[config.mk]
export PLATFORM = sky130hd
export DESIGN_NAME = roi_color_blob_detector_top
export DESIGN_NICKNAME = d
export VERILOG_FILES = /design/src/rcbd_pkg.sv /design/src/rcbd_accum.sv /design/src/roi_color_blob_detector_top.sv
export SDC_FILE = /design/constraint.sdc
export NUM_CORES = 1
export LEC_CHECK = 0
export BUFFER_PORTS_ARGS = -buffer_cell sky130_fd_sc_hd__buf_2
export CAP_MARGIN = 20
export CORE_MARGIN = 3
export CORE_UTILIZATION = 50
export DETAILED_ROUTE_END_ITERATION = 12
export GPL_ROUTABILITY_DRIVEN = 1
export PLACE_DENSITY = 0.68
export SLEW_MARGIN = 25
export SYNTH_ARGS = -nofsm -noshare
export SYNTH_HDL_FRONTEND = slang
export SYNTH_SLANG_ARGS = --single-unit
[constraint.sdc]
create_clock -name clock -period 13.65 [get_ports clock]
set_input_delay 0.6825 -clock clock [delete_from_list [all_inputs] [get_ports clock]]
set_output_delay 0.6825 -clock clock [all_outputs]
set_load 0.05 [all_outputs]
[src/rcbd_pkg.sv]
package rcbd_pkg;

   localparam int PIX_W   = 8;
   localparam int SUM_W   = 32;
   localparam int CSR_W   = 16;
   localparam int PAUSE_W = 16;
   localparam int SPEED_W = 4;
   localparam int IDX_W   = 3;

   localparam logic [PAUSE_W-1:0] STOP_FRAMES_RST = 16'd10;
   localparam logic [PAUSE_W-1:0] HOLD_FRAMES_RST = 16'd20;
   localparam logic [SPEED_W-1:0] TURN_SPEED_RST  = 4'd4;

   typedef enum logic [IDX_W-1:0] {
      CSR_COL_START   = 3'd0,
      CSR_COL_END     = 3'd1,
      CSR_ROW_START   = 3'd2,
      CSR_ROW_END     = 3'd3,
      CSR_STOP_FRAMES = 3'd4,
      CSR_HOLD_FRAMES = 3'd5,
      CSR_TURN_SPEED  = 3'd6
   } csr_index_type;

   typedef enum logic [1:0] {
      COLOR_RED   = 2'd0,
      COLOR_GREEN = 2'd1,
      COLOR_BLUE  = 2'd2,
      COLOR_NONE  = 2'd3
   } color_type;

   typedef struct packed {
      logic [SUM_W-1:0] red;
      logic [SUM_W-1:0] green;
      logic [SUM_W-1:0] blue;
      logic             no_image;
   } frame_type;

   function automatic logic [SUM_W-1:0] sat_add(input logic [SUM_W-1:0] sum,
                                                 input logic [PIX_W-1:0] pix);
      logic [SUM_W:0] s;
      s = {1'b0, sum} + {{(SUM_W+1-PIX_W){1'b0}}, pix};
      return s[SUM_W] ? {SUM_W{1'b1}} : s[SUM_W-1:0];
   endfunction

   function automatic logic dominates(input logic [SUM_W-1:0] a,
                                      input logic [SUM_W-1:0] b,
                                      input logic [SUM_W-1:0] c);
      logic [SUM_W+1:0] a_x;
      logic [SUM_W+1:0] b3;
      logic [SUM_W+1:0] c3;
      a_x = {2'b00, a};
      b3  = {1'b0, b, 1'b0} + {2'b00, b};
      c3  = {1'b0, c, 1'b0} + {2'b00, c};
      return (a_x > b3) && (a_x > c3);
   endfunction

endpackage

[src/rcbd_accum.sv]
module rcbd_accum #(
   parameter int COORD_BITS = 12
) (
   input  logic                         clock,
   input  logic                         reset,
   input  logic                         take,
   input  logic [rcbd_pkg::PIX_W-1:0]   red,
   input  logic [rcbd_pkg::PIX_W-1:0]   green,
   input  logic [rcbd_pkg::PIX_W-1:0]   blue,
   input  logic [COORD_BITS-1:0]        col,
   input  logic [COORD_BITS-1:0]        row,
   input  logic                         last_pixel,
   input  logic                         no_image,
   input  logic [COORD_BITS-1:0]        col_start,
   input  logic [COORD_BITS:0]          col_end,
   input  logic [COORD_BITS-1:0]        row_start,
   input  logic [COORD_BITS:0]          row_end,
   input  logic                         snap_take,
   output logic                         snap_valid,
   output rcbd_pkg::frame_type          snap
);

   logic [rcbd_pkg::SUM_W-1:0] red_total_ff, red_total_in;
   logic [rcbd_pkg::SUM_W-1:0] green_total_ff, green_total_in;
   logic [rcbd_pkg::SUM_W-1:0] blue_total_ff, blue_total_in;
   logic [rcbd_pkg::SUM_W-1:0] red_sum, green_sum, blue_sum;
   logic                       snap_valid_ff, snap_valid_in;
   rcbd_pkg::frame_type        snap_ff, snap_in;
   logic                       in_window;
   logic                       decide;

   assign in_window = !no_image
                      && (col >= col_start) && ({1'b0, col} < col_end)
                      && (row >= row_start) && ({1'b0, row} < row_end);
   assign decide = no_image || last_pixel;

   always_comb begin
      red_sum   = in_window ? rcbd_pkg::sat_add(red_total_ff, red) : red_total_ff;
      green_sum = in_window ? rcbd_pkg::sat_add(green_total_ff, green) : green_total_ff;
      blue_sum  = in_window ? rcbd_pkg::sat_add(blue_total_ff, blue) : blue_total_ff;
   end

   always_comb begin
      red_total_in   = red_total_ff;
      green_total_in = green_total_ff;
      blue_total_in  = blue_total_ff;
      snap_in        = snap_ff;
      snap_valid_in  = snap_valid_ff && !snap_take;
      if (take) begin
         if (decide) begin
            red_total_in     = '0;
            green_total_in   = '0;
            blue_total_in    = '0;
            snap_in.red      = red_sum;
            snap_in.green    = green_sum;
            snap_in.blue     = blue_sum;
            snap_in.no_image = no_image;
            snap_valid_in    = 1'b1;
         end else begin
            red_total_in   = red_sum;
            green_total_in = green_sum;
            blue_total_in  = blue_sum;
         end
      end
   end

   always_ff @(posedge clock) begin
      if (reset) begin
         red_total_ff   <= '0;
         green_total_ff <= '0;
         blue_total_ff  <= '0;
         snap_valid_ff  <= 1'b0;
      end else begin
         red_total_ff   <= red_total_in;
         green_total_ff <= green_total_in;
         blue_total_ff  <= blue_total_in;
         snap_valid_ff  <= snap_valid_in;
      end
   end

   always_ff @(posedge clock) begin
      snap_ff <= snap_in;
   end

   assign snap_valid = snap_valid_ff;
   assign snap       = snap_ff;

endmodule

[src/roi_color_blob_detector_top.sv]
// Two register stages: the word that ends a frame registers the frame sums, and the result
// word is registered from them. Throughput: one input word per cycle, but when a result
// word waits on the result side and a second frame decision is already held, the input side
// stalls. Reset clears the sums, the pause count and both valid flags, and loads the
// configuration registers with their default values.
module roi_color_blob_detector_top #(
   parameter int COORD_BITS = 12
) (
   input  logic                           clock,
   input  logic                           reset,
   input  logic                           req_valid,
   output logic                           req_ready,
   input  logic [rcbd_pkg::PIX_W-1:0]     req_red,
   input  logic [rcbd_pkg::PIX_W-1:0]     req_green,
   input  logic [rcbd_pkg::PIX_W-1:0]     req_blue,
   input  logic [COORD_BITS-1:0]          req_col,
   input  logic [COORD_BITS-1:0]          req_row,
   input  logic                           req_last_pixel,
   input  logic                           req_no_image,
   output logic                           rsp_valid,
   input  logic                           rsp_ready,
   output logic signed [rcbd_pkg::SPEED_W:0] rsp_left_speed,
   output logic [rcbd_pkg::SPEED_W-1:0]   rsp_right_speed,
   output logic [1:0]                     rsp_blob_color,
   output logic [rcbd_pkg::PAUSE_W-1:0]   rsp_pause_left,
   input  logic                           csr_we,
   input  logic [rcbd_pkg::IDX_W-1:0]     csr_index,
   input  logic [rcbd_pkg::CSR_W-1:0]     csr_data
);

   logic [COORD_BITS-1:0]          col_start_ff, col_start_in;
   logic [COORD_BITS:0]            col_end_ff, col_end_in;
   logic [COORD_BITS-1:0]          row_start_ff, row_start_in;
   logic [COORD_BITS:0]            row_end_ff, row_end_in;
   logic [rcbd_pkg::PAUSE_W-1:0]   stop_frames_ff, stop_frames_in;
   logic [rcbd_pkg::PAUSE_W-1:0]   hold_frames_ff, hold_frames_in;
   logic [rcbd_pkg::SPEED_W-1:0]   turn_speed_ff, turn_speed_in;

   logic [rcbd_pkg::PAUSE_W-1:0]   pause_ff, pause_in;
   logic                           rsp_valid_ff, rsp_valid_in;
   logic signed [rcbd_pkg::SPEED_W:0] left_ff, left_in;
   logic [rcbd_pkg::SPEED_W-1:0]   right_ff, right_in;
   rcbd_pkg::color_type            color_ff, color_in;
   logic [rcbd_pkg::PAUSE_W-1:0]   pause_left_ff, pause_left_in;

   logic                           out_free;
   logic                           snap_valid;
   logic                           snap_take;
   logic                           req_take;
   rcbd_pkg::frame_type            snap;
   logic [rcbd_pkg::PAUSE_W-1:0]   pause_dec;
   rcbd_pkg::color_type            color_sel;
   logic                           turning;

   assign out_free  = !rsp_valid_ff || rsp_ready;
   assign snap_take = snap_valid && out_free;
   assign req_ready = !snap_valid || out_free;
   assign req_take  = req_valid && req_ready;

   always_comb begin
      col_start_in   = col_start_ff;
      col_end_in     = col_end_ff;
      row_start_in   = row_start_ff;
      row_end_in     = row_end_ff;
      stop_frames_in = stop_frames_ff;
      hold_frames_in = hold_frames_ff;
      turn_speed_in  = turn_speed_ff;
      if (csr_we) begin
         case (rcbd_pkg::csr_index_type'(csr_index))
            rcbd_pkg::CSR_COL_START:   col_start_in   = csr_data[COORD_BITS-1:0];
            rcbd_pkg::CSR_COL_END:     col_end_in     = csr_data[COORD_BITS:0];
            rcbd_pkg::CSR_ROW_START:   row_start_in   = csr_data[COORD_BITS-1:0];
            rcbd_pkg::CSR_ROW_END:     row_end_in     = csr_data[COORD_BITS:0];
            rcbd_pkg::CSR_STOP_FRAMES: stop_frames_in = csr_data[rcbd_pkg::PAUSE_W-1:0];
            rcbd_pkg::CSR_HOLD_FRAMES: hold_frames_in = csr_data[rcbd_pkg::PAUSE_W-1:0];
            rcbd_pkg::CSR_TURN_SPEED:  turn_speed_in  = csr_data[rcbd_pkg::SPEED_W-1:0];
            default: ;
         endcase
      end
   end

   rcbd_accum #(
      .COORD_BITS (COORD_BITS)
   ) u_accum (
      .clock      (clock),
      .reset      (reset),
      .take       (req_take),
      .red        (req_red),
      .green      (req_green),
      .blue       (req_blue),
      .col        (req_col),
      .row        (req_row),
      .last_pixel (req_last_pixel),
      .no_image   (req_no_image),
      .col_start  (col_start_ff),
      .col_end    (col_end_ff),
      .row_start  (row_start_ff),
      .row_end    (row_end_ff),
      .snap_take  (snap_take),
      .snap_valid (snap_valid),
      .snap       (snap)
   );

   assign pause_dec = (pause_ff != '0) ? pause_ff - 1'b1 : pause_ff;

   always_comb begin
      if (rcbd_pkg::dominates(snap.red, snap.green, snap.blue)) begin
         color_sel = rcbd_pkg::COLOR_RED;
      end else if (rcbd_pkg::dominates(snap.green, snap.red, snap.blue)) begin
         color_sel = rcbd_pkg::COLOR_GREEN;
      end else if (rcbd_pkg::dominates(snap.blue, snap.red, snap.green)) begin
         color_sel = rcbd_pkg::COLOR_BLUE;
      end else begin
         color_sel = rcbd_pkg::COLOR_NONE;
      end
   end

   always_comb begin
      pause_in = pause_dec;
      color_in = rcbd_pkg::COLOR_NONE;
      turning  = 1'b0;
      if (pause_dec > stop_frames_ff) begin
         turning = 1'b0;
      end else if (pause_dec != '0) begin
         turning = 1'b1;
      end else if (snap.no_image) begin
         turning = 1'b0;
      end else begin
         color_in = color_sel;
         if (color_sel == rcbd_pkg::COLOR_NONE) begin
            turning = 1'b1;
         end else begin
            pause_in = hold_frames_ff;
         end
      end
   end

   always_comb begin
      rsp_valid_in  = rsp_valid_ff && !rsp_ready;
      left_in       = left_ff;
      right_in      = right_ff;
      pause_left_in = pause_left_ff;
      if (snap_take) begin
         rsp_valid_in  = 1'b1;
         left_in       = turning ? -$signed({1'b0, turn_speed_ff}) : '0;
         right_in      = turning ? turn_speed_ff : '0;
         pause_left_in = pause_in;
      end
   end

   always_ff @(posedge clock) begin
      if (reset) begin
         col_start_ff   <= '0;
         col_end_ff     <= '0;
         row_start_ff   <= '0;
         row_end_ff     <= '0;
         stop_frames_ff <= rcbd_pkg::STOP_FRAMES_RST;
         hold_frames_ff <= rcbd_pkg::HOLD_FRAMES_RST;
         turn_speed_ff  <= rcbd_pkg::TURN_SPEED_RST;
         pause_ff       <= '0;
         rsp_valid_ff   <= 1'b0;
      end else begin
         col_start_ff   <= col_start_in;
         col_end_ff     <= col_end_in;
         row_start_ff   <= row_start_in;
         row_end_ff     <= row_end_in;
         stop_frames_ff <= stop_frames_in;
         hold_frames_ff <= hold_frames_in;
         turn_speed_ff  <= turn_speed_in;
         if (snap_take) begin
            pause_ff <= pause_in;
         end
         rsp_valid_ff   <= rsp_valid_in;
      end
   end

   always_ff @(posedge clock) begin
      left_ff       <= left_in;
      right_ff      <= right_in;
      pause_left_ff <= pause_left_in;
      if (snap_take) begin
         color_ff <= color_in;
      end
   end

   assign rsp_valid       = rsp_valid_ff;
   assign rsp_left_speed  = left_ff;
   assign rsp_right_speed = right_ff;
   assign rsp_blob_color  = color_ff;
   assign rsp_pause_left  = pause_left_ff;

   a_speed_pair : assert property (@(posedge clock) disable iff (reset)
      rsp_valid |-> rsp_left_speed == -$signed({1'b0, rsp_right_speed}))
      else $error("left and right wheel speeds disagree");

   a_blob_stops : assert property (@(posedge clock) disable iff (reset)
      rsp_valid && (rsp_blob_color != rcbd_pkg::COLOR_NONE) |->
         rsp_right_speed == '0 && rsp_pause_left == hold_frames_ff)
      else $error("blob word does not stop and reload the pause");

   a_pause_tracks : assert property (@(posedge clock) disable iff (reset)
      rsp_valid && $rose(rsp_valid) |-> rsp_pause_left == pause_ff)
      else $error("result pause differs from the pause count");

   a_snap_held : assert property (@(posedge clock) disable iff (reset)
      snap_valid && !out_free |=> snap_valid && $stable(snap))
      else $error("pending frame sums lost under stall");

endmodule
==> results of run 1 <==
Yosys cell counts (43+ instances only):
cell	count	area (um^2)
edfxtp_1	123	3690
nor2b_1	43	269
ha_1	365	4570
nand3_1	93	465
nor3_1	80	400
nand4_1	57	357
nor2_1	180	676
clkbuf_1	99	372
xor2_1	61	534
o21ai_0	147	736
a21oi_1	289	1450
dfxtp_1	200	4000
inv_1	165	619
nand2_1	373	1400
xnor2_1	98	858
a21o_1	135	1010
worst reg2reg max path: cells and delay by family, from the launching register on:
family                   cells  cell delay [ps]
AO/OA/AOI/OAI               10             2700
AND/OR/NAND/NOR             10             2070
adder cells (fa/ha/maj)      2              720
multiplexers                 2              540
flip-flops                   1              460
state kept, by name (all words and copies together), names as in the netlist, 13 cells and up:
register,count
rsp_pause_left,16
col_end_ff,13
pause_ff,16
hold_frames_ff,16
u_accum.green_total_ff,32
u_accum.blue_total_ff,32
row_end_ff,13
u_accum.snap,97
stop_frames_ff,16
u_accum.red_total_ff,32
final timing paths:
path	startpoint	end	slack (ps)	depth (start not counted)
max	u_accum.snap[73]$_DFFE_PP_	rsp_pause_left[7]$_DFFE_PP_	6920	24
min	csr_data[13]	stop_frames_ff[13]$_SDFFE_PP0P_	370	3
max reg2reg	u_accum.snap[73]$_DFFE_PP_	rsp_pause_left[7]$_DFFE_PP_	6920	24
min reg2reg	col_start_ff[5]$_SDFFE_PP0P_	col_start_ff[5]$_SDFFE_PP0P_	450	2
kinds of logic (layout without fill, tap and decap cells):
family / count (synthesis) / in the layout
buffers and inverters: 277 / 351
AOI/OAI and AO/OA: 867 / 867
muxes: 44 / 44
adders and majority gates: 378 / 378
other: 0 / 2
xor gates and xnor gates: 162 / 162
and+or+nand+nor: 1033 / 1033
DFF: 323 / 323
layout make-up:
cell class	count	area (um^2)	share of cell area [%]
multi-input combinational	2484	17400	61.1
clock inverter	16	203	0.713
timing repair buffer	117	626	2.20
inverter	166	626	2.20
tap	680	851	2.99
clock buffer	52	1030	3.63
antenna	2	5.00	0.0176
sequential	323	7700	27.1
power by group through the flow:
stage | registers [mW] | logic, mW | clock network [mW]
after floorplan | 1.11 | 0.425 | 0
after global placement | 1.09 | 0.601 | 0
after detailed placement | 1.09 | 0.622 | 0
after CTS | 1.07 | 0.626 | 1.04
after global routing | 1.08 | 0.702 | 1.08
final | 1.07 | 0.634 | 1.03
layer usage:
metal / routed length, um / up-vias
met1: 34300 / 11401
met4: 3000 / 4
li1: - / 11435
met2: 37300 / 873
met5: 27 / -
met3: 5090 / 152
==> flow_summary.json, run 1 <==
{
  "detail-route-antenna-nets": 0,
  "grt_max_degree": 94,
  "hold_ws_ps": 374,
  "p_switching_mw": 0.846,
  "core_area_um2": 51500,
  "die_area_um2": 55000,
  "wl_um": 79700,
  "gr-usage-met2_pct": 48.0,
  "vias": 23865,
  "end_kind": "flop",
  "async_reset_ff_share_pct": 0,
  "dp_cells": 3770,
  "cts.clk_slew.worst_paths_ps": 60,
  "worstSetupPathType": "reg2reg",
  "first_global_vias": 22763,
  "path_cells": "ha_1 -> and4_1 -> and3_1 -> a211o_1 -> a31oi_4 -> and3b_1 -> o21a_1 -> o21a_1 -> o21ai_0 -> a21boi_0 -> o21a_1 -> or2_2 -> ha_1 -> nand4_1 -> nor2_1 -> nand3_1 -> nor4_1 -> mux2i_1 -> nand2_1 -> a31oi_1 -> o21ai_0 -> nand4bb_4 -> a31oi_4 -> mux2_2",
  "crit_family": "compound AO/OA/AOI/OAI gates",
  "area_growth_pct": 8.87,
  "hold_viol_final": 0,
  "numCtsBuffers": 37,
  "vias_per_cell": 6.21,
  "crit_slowest_cell": "a31oi_4",
  "p_total_mw": 2.74,
  "intPower_mw": 1.89,
  "ys_types": 88,
  "worst_slew_pin_slew_ps": 1040,
  "final_max_slew_viol_count": 0,
  "use_met3_pct": 2.88,
  "setup_viol": 0,
  "antenna_found_initial": 6,
  "crit_arrival_ps": 7040,
  "port_buffers": 102,
  "ys_seq_area_share_pct": 29.5,
  "fin_area_um2": 28400,
  "relSlewSlack_pct": 30.5,
  "dp_hpwl_um": 61200,
  "drc": 0,
  "maxCapViolations": 0,
  "fin_worst_skew_ps": 11.1,
  "die_y_um": 234,
  "crit_fanout": 22,
  "dr.pass1.iters": 8,
  "drt_iter0_drc": 2130,
  "track_usage_pct": 28.4,
  "swShare_pct": 30.9,
  "status": "finished, final reports clean",
  "cp_slowest_stage_delay_ps": 660,
  "clkPwrFrac_pct": 37.6,
  "fillers": 4729,
  "detailed_place.area_um2": 27100,
  "cts_sinks": 323,
  "critPathBufInv": 0,
  "grt_busiest_layer": "met2",
  "ios": 103,
  "grt_pass1_wl_um": 123000,
  "h-tree-depth": 2,
  "p_comb_share_pct": 23.2,
  "synth_edf_count": 123,
  "ys_warn_count": 0,
  "ys.flop_type": "dfxtp_1",
  "timing.critical_path.mode_cell": "o21a_1",
  "clockBufferDepth": 3,
  "p_leak_nw": 12.2,
  "cts.repair.resized": 0,
  "powerDensity_nw_per_um2": 96.3,
  "wl_per_cell_um": 20.8,
  "synthMuxAreaShare_pct": 1.87,
  "synthesis.area_um2": 26100,
  "layout-drive-gt1-share_pct": 7.66,
  "final_cell_mix": "nand2_1 (372), ha_1 (365), a21oi_1 (289)",
  "synth_top_family_by_area": "compound AO/OA/AOI/OAI gates",
  "required_ps": 13960,
  "insertion_delay_ps": 560,
  "final_cells": 3840,
  "min_path_type": "in2reg",
  "cts_hold_buf": 0,
  "fin_crit_sh_pct": 49.3,
  "setup_tns_ps": 0,
  "use_met1_pct": 37.4,
  "place.gp.congestion": 0.974,
  "rsz0062_at_grt": "false",
  "synth_xor_area_share_pct": 5.57,
  "final_util_pct": 55.2,
  "fp.dieW_um": 234,
  "syn-num-nets": 3529,
  "synth-seq-cells": 323,
  "nets": 3574,
  "cts_root_buffer": "clkbuf_16",
  "pwr-share-seq_pct": 39.2,
  "layout_commonest_cell": "nand2_1",
  "cts_tree": "built",
  "synthSimpleGateAreaFrac_pct": 19.2,
  "startpoint_type": "flop",
  "synthAdderAreaFrac_pct": 18.2,
  "fin_crit_ps": 6730,
  "synth-compound-area-share_pct": 21.5,
  "postSynthAreaPerCell_um2": 8.46,
  "post-cts-setup-buffers": 0,
  "peakVddDrop_uv": 114,
  "place_ws_ps": 7000,
  "fmax_ghz": 0.149,
  "setup_ws_ps": 6920,
  "rows": 83,
  "synthCells": 3084,
  "initial_utilization_pct": 50.7,
  "overflow": 0
}
Power figures use the tool's default switching activity.
==> run 2: changes to the inputs <==
- ABC_AREA: unset -> 1
- PLACE_DENSITY: 0.68 -> 0.7
- clock period: 13.65 -> 6 ns (I/O delays scaled with it)
==> run 2 against run 1 <==
Sequential share of layout area is 0.86 points lower. Design area is 3.3% higher. Count of clock-buffer cells in the layout is 4 lower. Global-route usage is 0.88 points higher. Core utilization is 0.24 points higher. Worst setup slack worse by 6400 ps. Hold slack worse by 330 ps. Fmax is 22% higher. Flip-flop and latch count stayed put. Via count is 8.9% higher. Largest power group unchanged. Highest routed layer unchanged.
==> flow_summary.json, run 2 <==
{
  "reg2reg_slack_ps": 500,
  "p_switching_mw": 2.16,
  "final_cell_mix": "nand2_1 (929), a21oi_1 (401), inv_1 (399)",
  "intPower_mw": 4.25,
  "crit_slowest_cell": "fa_1",
  "grt_pass1_wl_um": 131000,
  "hold_viol_final": 0,
  "fin_worst_skew_ps": 31.8,
  "detail-route-antenna-nets": 0,
  "area_growth_pct": 8.73,
  "layout_commonest_cell": "nand2_1",
  "swShare_pct": 33.7,
  "p_comb_share_pct": 25.9,
  "status": "finished, final reports clean",
  "track_usage_pct": 29.3,
  "synthCells": 3788,
  "ios": 103,
  "r2r_cells": 28,
  "pwr-share-seq_pct": 38.2,
  "peakVddDrop_uv": 194,
  "crit_fanout": 18,
  "rsz0062_at_grt": "false",
  "initial_utilization_pct": 50.9,
  "dr.pass1.iters": 8,
  "maxCapViolations": 0,
  "fp.dieW_um": 238,
  "r2r-start": "u_accum.snap[66]$_DFFE_PP_",
  "rows": 84,
  "first_global_vias": 23281,
  "vias_per_cell": 5.69,
  "final_max_slew_viol_count": 0,
  "cts_root_buffer": "clkbuf_16",
  "min_path_type": "in2reg",
  "place.gp.congestion": 0.990,
  "end_kind": "flop",
  "yosysTopAreaCell": "ha_1",
  "synth_edf_count": 123,
  "cts_sinks": 323,
  "yosysTopAreaCellShare_pct": 16.9,
  "wl_per_cell_um": 18.6,
  "async_reset_ff_share_pct": 0,
  "timing.critical_path.mode_cell": "nand2_1",
  "synth-seq-cells": 323,
  "startpoint_type": "flop",
  "cp_slowest_stage_delay_ps": 440,
  "grt_max_degree": 97,
  "drc": 0,
  "worstSetupPathType": "reg2reg",
  "clkPwrFrac_pct": 35.9,
  "final_util_pct": 55.4,
  "nets": 4297,
  "dp_hpwl_um": 67800,
  "insertion_delay_ps": 570,
  "layout-drive-gt1-share_pct": 5.87,
  "die_area_um2": 56800,
  "die_y_um": 238,
  "fin_crit_sh_pct": 91.6,
  "overflow": 0,
  "postSynthAreaPerCell_um2": 7.12,
  "ys.flop_type": "dfxtp_1",
  "port_buffers": 102,
  "p_leak_nw": 13.2,
  "worst_slew_pin_slew_ps": 958,
  "largest_reg_flops": 97,
  "cts_tree": "built",
  "cp-endpoint": "rsp_right_speed[3]$_SDFFCE_PN0P_",
  "crit_arrival_ps": 5900,
  "setup_tns_ps": 0,
  "antenna_found_initial": 5,
  "synthesis.area_um2": 27000,
  "ys_types": 61,
  "required_ps": 6400,
  "clockBufferDepth": 3,
  "r2r_end": "rsp_right_speed[3]$_SDFFCE_PN0P_",
  "fin_crit_ps": 5500,
  "vias": 25996,
  "numCtsBuffers": 37,
  "fillers": 5168,
  "powerDensity_nw_per_um2": 219,
  "hold_ws_ps": 40.7,
  "wl_um": 85100,
  "core_area_um2": 53000,
  "relSlewSlack_pct": 36.2,
  "ys_top_cells_by_area": "ha_1 (17%), dfxtp_1 (15%), edfxtp_1 (14%)",
  "h-tree-depth": 2,
  "synth_common_cells": "nand2_1 (931), a21oi_1 (401), inv_1 (401), ha_1 (365), nor2_1 (323)",
  "hold_start": "csr_data[14]",
  "cts.clk_slew.worst_paths_ps": 60,
  "cp-startpoint": "u_accum.snap[66]$_DFFE_PP_",
  "ys_seq_area_share_pct": 28.5,
  "ys_warn_count": 0,
  "syn-num-nets": 4233,
  "setup_viol": 0,
  "drt_iter0_drc": 2355,
  "post-cts-setup-buffers": 0,
  "fmax_ghz": 0.182,
  "synth.most_common_cell": "nand2_1"
}
[run 2: repair_timing]
item,in CTS,in global routing
endpoints found under the hold margin,1,0
hold buffers,1,0
gates resized for setup,0,1
endpoints found under the setup margin,0,3
[run 2: logic make-up (layout without fill, tap and decap cells)]
logic type / after synthesis / after routing / synth area share, %
xor+xnor: 175 / 175 / 5.68
fa+ha+maj: 371 / 371 / 17.4
buf+inv: 499 / 592 / 7.11
simple gates: 1606 / 1606 / 25.0
other cells: 0 / 3 / 0
flops: 323 / 323 / 28.5
compound gates: 814 / 814 / 16.3
[run 2: through the flow]
stage | instance area (um^2) | setup slack [ps] | instances | power, mW
finish | 29300 | 504 | 4572 | 6.41
CTS | 29300 | 584 | 4569 | 6.42
global placement | 28100 | 780 | 4500 | 4.10
floorplan | 27000 | 1510 | 3788 | 3.64
global route | 29300 | 6.89 | 4571 | 6.73
detailed placement | 28100 | 635 | 4500 | 4.12
[run 2: worst min-delay path by stage]
stage / endpoint / slack (ps) / cells after the start
2_1_floorplan: u_accum.snap[0]$_DFFE_PP_ / 400 / 0
3_3_place_gp: col_end_ff[2]$_SDFFE_PP0P_ / 440 / 2
3_5_place_dp: row_start_ff[9]$_SDFFE_PP0P_ / 450 / 2
4_1_cts: stop_frames_ff[14]$_SDFFE_PP0P_ / 20 / 3
5_1_grt: u_accum.snap[0]$_DFFE_PP_ / 40 / 1
6_report: stop_frames_ff[14]$_SDFFE_PP0P_ / 40 / 3
[run 2: metal layers]
layer  GRT usage, %  part of all wire, %  vias to the layer above
li1               -                    -                    12933
met1           43.1                   46                    12007
met5              0                0.014                        -
met3           2.40                  6.8                      136
met2           46.0                   44                      918
met4           8.52                  3.1                        2
[run 2: worst max-delay path, delay by kind of cell, from the launching register on]
kind	cells	cell delay [ps]
buf+inv	3	210
xor+xnor	1	310
compound gates	6	1130
fa+ha+maj	3	830
flops	1	430
simple gates	15	2420
[run 2: layout make-up]
| type | instances | area, um^2 | area share (%) |
|---|---|---|---|
| Clock inverter | 20 | 163 | 0.554 |
| Sequential cell | 323 | 7700 | 26.2 |
| Clock buffer | 48 | 1050 | 3.58 |
| Multi-Input combinational cell | 2966 | 17400 | 59.3 |
| Inverter | 409 | 1540 | 5.24 |
| Antenna cell | 3 | 7.51 | 0.0256 |
| Tap cell | 688 | 861 | 2.93 |
| Timing Repair Buffer | 115 | 629 | 2.14 |
[run 2: power by group through the flow]
stage | Combinational [mW] | Clock [mW] | Sequential (mW)
after floorplan | 1.12 | 0 | 2.52
after global placement | 1.60 | 0 | 2.49
after detailed placement | 1.62 | 0 | 2.49
after CTS | 1.63 | 2.33 | 2.45
after global routing | 1.86 | 2.41 | 2.46
final | 1.66 | 2.30 | 2.45
